<file path="config.mk">
export PLATFORM = sky130hd
export DESIGN_NAME = ile_cell
export DESIGN_NICKNAME = d
export VERILOG_FILES = /design/src/hw/rtl/ile_pkg.sv /design/src/hw/rtl/ile_cell.sv
export SDC_FILE = /design/constraint.sdc
export NUM_CORES = 1
export LEC_CHECK = 0
export BUFFER_PORTS_ARGS = -buffer_cell sky130_fd_sc_hd__buf_4
export CORE_MARGIN = 5
export CORE_UTILIZATION = 40
export DETAILED_ROUTE_END_ITERATION = 12
export GPL_TIMING_DRIVEN = 0
export MAX_ROUTING_LAYER = met4
export PLACE_DENSITY_LB_ADDON = 0.1
export REMOVE_ABC_BUFFERS = 1
export SKIP_CTS_REPAIR_TIMING = 1
export SYNTH_ARGS = -nofsm -noshare
export SYNTH_HDL_FRONTEND = slang
export SYNTH_SLANG_ARGS = --single-unit
</file>
<file path="constraint.sdc">
create_clock -name i_clk -period 2.4 [get_ports i_clk]
set_clock_uncertainty 0.05 [all_clocks]
set_input_delay 0.24 -clock i_clk [delete_from_list [all_inputs] [get_ports i_clk]]
set_output_delay 0.24 -clock i_clk [all_outputs]
set_load 0.03 [all_outputs]
</file>
<file path="src/hw/rtl/ile_pkg.sv">
// Shared types and constants for the indexed list engine.
// Depends on nothing; every other file in hw/rtl imports it.
package ile_pkg;

    localparam int OP_W  = 3;
    localparam int POS_W = 7;
    localparam int VAL_W = 32;
    localparam int ST_W  = 3;

    // request operations
    localparam logic [OP_W-1:0] OP_ADD_FRONT = 3'd0;
    localparam logic [OP_W-1:0] OP_ADD_BACK  = 3'd1;
    localparam logic [OP_W-1:0] OP_ADD_AT    = 3'd2;
    localparam logic [OP_W-1:0] OP_REM_FRONT = 3'd3;
    localparam logic [OP_W-1:0] OP_REM_BACK  = 3'd4;
    localparam logic [OP_W-1:0] OP_REM_AT    = 3'd5;
    localparam logic [OP_W-1:0] OP_GET       = 3'd6;
    localparam logic [OP_W-1:0] OP_FIND      = 3'd7;

    // result status codes
    localparam logic [ST_W-1:0] ST_OK       = 3'd0;
    localparam logic [ST_W-1:0] ST_EMPTY    = 3'd1;
    localparam logic [ST_W-1:0] ST_RANGE    = 3'd2;
    localparam logic [ST_W-1:0] ST_FULL     = 3'd3;
    localparam logic [ST_W-1:0] ST_NOTFOUND = 3'd4;

    // command broadcast to every cell of the chain
    typedef struct packed {
        logic ins;   // open a slot at pos and load the new item there
        logic shl;   // cells at or above pos take their right neighbor
    } t_cell_cmd;

endpackage

</file>
<file path="src/hw/rtl/ile_cell.sv">
// One storage cell of the list chain: holds a single entry.
// Depends on ile_pkg (t_cell_cmd); instantiated by indexed_list_engine.
module ile_cell #(
    parameter int IDX = 0,
    parameter int CW  = 7,
    parameter int DW  = 32
) (
    input  logic                i_clk,
    input  ile_pkg::t_cell_cmd  i_cmd,
    input  logic [CW-1:0]       i_pos,
    input  logic [DW-1:0]       i_new,
    input  logic [DW-1:0]       i_left,
    input  logic [DW-1:0]       i_right,
    output logic [DW-1:0]       o_q
);
    import ile_pkg::*;

    localparam logic [CW-1:0] MY_IDX = CW'(IDX);

    logic [DW-1:0] r_q;
    logic [DW-1:0] n_q;

    always_comb begin
        n_q = r_q;
        if (i_cmd.ins) begin
            if (MY_IDX > i_pos) begin
                n_q = i_left;
            end else if (MY_IDX == i_pos) begin
                n_q = i_new;
            end
        end else if (i_cmd.shl) begin
            if (MY_IDX >= i_pos) begin
                n_q = i_right;
            end
        end
    end

    always_ff @(posedge i_clk) begin
        r_q <= n_q;
    end

    assign o_q = r_q;

endmodule

</file>
# Word level (Yosys, flattened, before mapping)
# Index checks and enable logic that the tools add are counted.
# classes
n_lt_le_gt_ge	2
reduce_logical	4
mux	5
eq_ne	1
# ops
operator	count
32-bit 2-to-1 mux	5
1-bit by 7-bit >= comparator with 1-bit output (first input constant)	1
1-bit by 7-bit > comparator with 1-bit output (first input constant)	1
7-bit zero test	1
2-bit nonzero test	2
3-bit by 1-bit != test with 1-bit output (second input constant)	1
3-bit AND reduction	1
# totals
regBits	32
out_inout_bits	32
wordCells	13
inputBits	106

# Depth between registers and ports, before layout
# logic_depth
depth_word	4
mapped_depth	3
mapped_depth_nobuf	2

# Least setup slack after synthesis
# OpenSTA, ideal clock, no wires.
# synth_path
path_type	input port to flip-flop
from	input i_pos[3]
to	register r_q[0] (netlist: o_q[0]) (enable)
cell_stages	2
setup_time_ns	0.387
t_arrival_ns	1.264
path_slack_ns	0.699
t_required_ns	1.963
path_buffers	0
path_cell_list	nor4_1 -> o211a_1
# synth_between
elab_chain_len	3
word_cells_on_any_way	6
cone_classes	2 x order compare; 1 x eq/ne; 3 x reduce/logical
# synth_lines
item	line_no	source
start: declaration	ile_cell.sv:10	input logic [CW-1:0] i_pos,
1-bit by 7-bit > comparator with 1-bit output (tied with other cells)	ile_cell.sv:26	if (MY_IDX > i_pos) begin
3-bit by 1-bit != test with 1-bit output (no source line) / 2-bit nonzero test (equally long branches)	-	
3-bit AND reduction (no source line) *	-	
end signal: assignment	ile_cell.sv:39	r_q <= n_q;
end: declaration	ile_cell.sv:20	logic [DW-1:0] r_q;
# Mark *: on every way between the ends. The rest lies on a longest branch, timed or not.
# A chain may end at the register's enable or synchronous reset.

# Worst setup path in the final report
# layout_path
from	input i_cmd[1] (netlist name)
to	register r_q[25] (netlist: o_q[25]) (enable)
# layout_between
elab_chain_len	2
word_cells_on_any_way	4
cone_classes	1 x eq/ne; 3 x reduce/logical
# layout_lines
item	line_no	source
start: declaration	ile_cell.sv:9	input ile_pkg::t_cell_cmd i_cmd,
3-bit by 1-bit != test with 1-bit output (no source line) / 2-bit nonzero test (equally long branches)	-	
3-bit AND reduction (no source line) *	-	
# Marked as above.

==> metrics.md <==
| Metric | Value |
|---|---|
| Status | `completed` |
| WHS | `between 200 and 250 ps` |
| Remaining Overflow, GRT | `0` |
| Vias/cell | `4.57` |
| Syn. warnings | `0` |
| Final GP Congestion | `between 0.8 and 0.9` |
| Core region area | `3690 um^2` |
| Placed cell count | `220` |
| Worst Path Buf+Inv | `1` |
| Finished Layout Cells | `about 230` |
| Routed wire per std cell | `roughly 15 um` |
| Maximum vdd drop | `0.286 mV` |
| Crit Path Max Fanout | `33` |
| Net count reported at finish | `285` |
| P_leak | `~0.0011 uW` |
| Startpoint class of the critical path | `input pin` |
| Setup TNS | `0 ps` |
| Crit-path slowest cell | `o211a_1` |
| CTS Sinks | `32` |
| Worst EP arrival | `1800 ps` |
| Clock tree buffer depth | `2` |
| Relative slew slack | `0.201` |
| Initial Utilization | `0.413` |
| Final Max Slew Viols | `0` |
| Setup-failing EPs final | `0` |
| FF+latch area | `around 960 um^2` |
| Starting DRT DRC Count | `40` |
| Post-synth ARST share | `0` |
| Clk slew on worst S/H paths | `60 ps` |
| # fillers | `304` |
| Layout cells sized above 1 | `0.800` |
| Crit. End Element | `flop` |
| RSZ-0062 raised after global routing | `no` |
| Most common library cells after synthesis | `edfxtp_1, mux2_4, buf_12, mux2_2` |
| Crit path cell chain | `buf_4, o211a_1` |
| Cts bufs inserted | `5` |
| Rows | `22` |
| Hold Path Cell Cnt | `2` |
| Ys flop type | `edfxtp_1` |
| Minimum clock period | `1960 ps` |
| Top delay family on crit path | `compound AO/OA/AOI/OAI gates` |
| Placed cell areas | `2300 um^2` |
| First-pass GRT wire length | `about 5 mm` |
| Post-DP HPWL | `between 2 and 3 mm` |
| Post-synthesis sequential area ratio | `0.631` |
| Total track usage | `0.133` |
| H-Tree Level Count | `2` |
| Post-route ant nets | `0` |
| Final core occ | `0.646` |
| Largest net degree at the start of global routing | `34` |
| Critical path type | `in2reg` |
| Die height | `71.7 um` |
| Max_cap viols | `0` |
| Layout area overhead | `56.5%` |
| Total length of routed wires | `roughly 3.4 mm` |
| CTS tree | `done` |
| Syn Inst Count | `71` |
| Non-Filler Cell Area, Final | `approximately 2400 um^2` |
| HP Start | `i_new[3]` |
| Library cells used by synthesis | `8` |
| DR vias | `1041` |
| Share of the synthesized area in the top cell type | `0.631` |
| Final Cycle Share | `0.816` |
| Area contributors post-synth | `edfxtp_1, mux2_4, buf_12` |
| Required time at the worst-slack endpoint | `between 2000 and 2500 ps` |
| Pwr dens | `between 400 and 500 nW/um^2` |
| DRT Pass-1 Iters | `4` |
| Worst Tran Pin Value | `1200 ps` |
| Area leader, netlist | `edfxtp_1` |
| Port-buffer cells | `105` |
| Vias in the first global route | `around 1100` |
| Final Hold Vio Count | `0` |
| Slowest stage delay, CP | `1060 ps` |
| Top-level I/O count | `approximately 140` |
| FF+latch count, synth | `32` |
| Root Buffer | `clkbuf_8` |
| Initial antenna violation count | `0` |
| Peak Freq | `0.511 GHz` |
| Most instantiated library cell after synthesis | `edfxtp_1` |
| N_diodes | `0` |
| Max FFs per register | `32` |
| Min-delay worst type | `in2reg` |
| Die W | `71.7 um` |
| Die footprint | `5140 um^2` |
| Post-Syn Area | `~1500 um^2` |
| Multi-input gate area | `490 um^2` |
| Hold worst-path end | `o_q[3]` |
| DRC viols | `0` |
| Avg Cell Area, Syn | `approximately 21 um^2` |
| Post-synth EDFFs | `32` |
-- worst max-delay path by stage --
stage             start      end  slack (ps)  cells past startpoint
2_1_floorplan  i_pos[3]   o_q[0]         700                      2
3_3_place_gp   i_cmd[1]   o_q[6]         140                      2
3_5_place_dp   i_cmd[1]  o_q[10]         120                      2
4_1_cts        i_cmd[1]  o_q[24]         420                      2
5_1_grt        i_cmd[1]  o_q[30]         310                      2
6_report       i_cmd[1]  o_q[25]         440                      2
-- cell usage in the layout, fill, tap and decap left out --
master and count:
buf_4 105, clkbuf_8 5, clkinv_1 1, clkinv_2 2, edfxtp_1 32, mux2_2 3, mux2_4 29, nor3_1 1
nor4_1 1, o211a_1 1
-- where the power goes --
part           internal (uW)  switching (uW)  leakage (uW)
clock                    196             184     0.0000453
sequential               622           0.772      0.000288
combinational            138            49.4      0.000768
-- layer usage --
layer,up-vias,global-route usage,wire [um]
li1,493,-,-
met1,474,0.144,1250
met3,11,0.0477,346
met5,-,-,0
met4,0,0.0626,82
met2,63,0.215,1740
-- metrics by stage --
| step | power [uW] | worst slack [ps] |
|---|---|---|
| final | 1190 | 442 |
| after global routing | 1240 | 309 |
| after CTS | 1210 | 419 |
| after detailed placement | 824 | 118 |
| after global placement | 817 | 144 |
| after floorplan | 710 | 699 |
-- logic make-up after synthesis --
kind of cell	share of synthesized area
DFF	0.631
buffers and inverters	0.0468
AOI/OAI and AO/OA	0.00657
and+or+nand+nor	0.00739
muxes	0.308
-- layout make-up --
cell class,count,area share
sequential,32,0.403
timing repair buffer,105,0.331
multi-input combinational,35,0.206
clock buffer,5,0.0289
tap,48,0.0252
clock inverter,3,0.00578
Power figures use the tool's default switching activity.
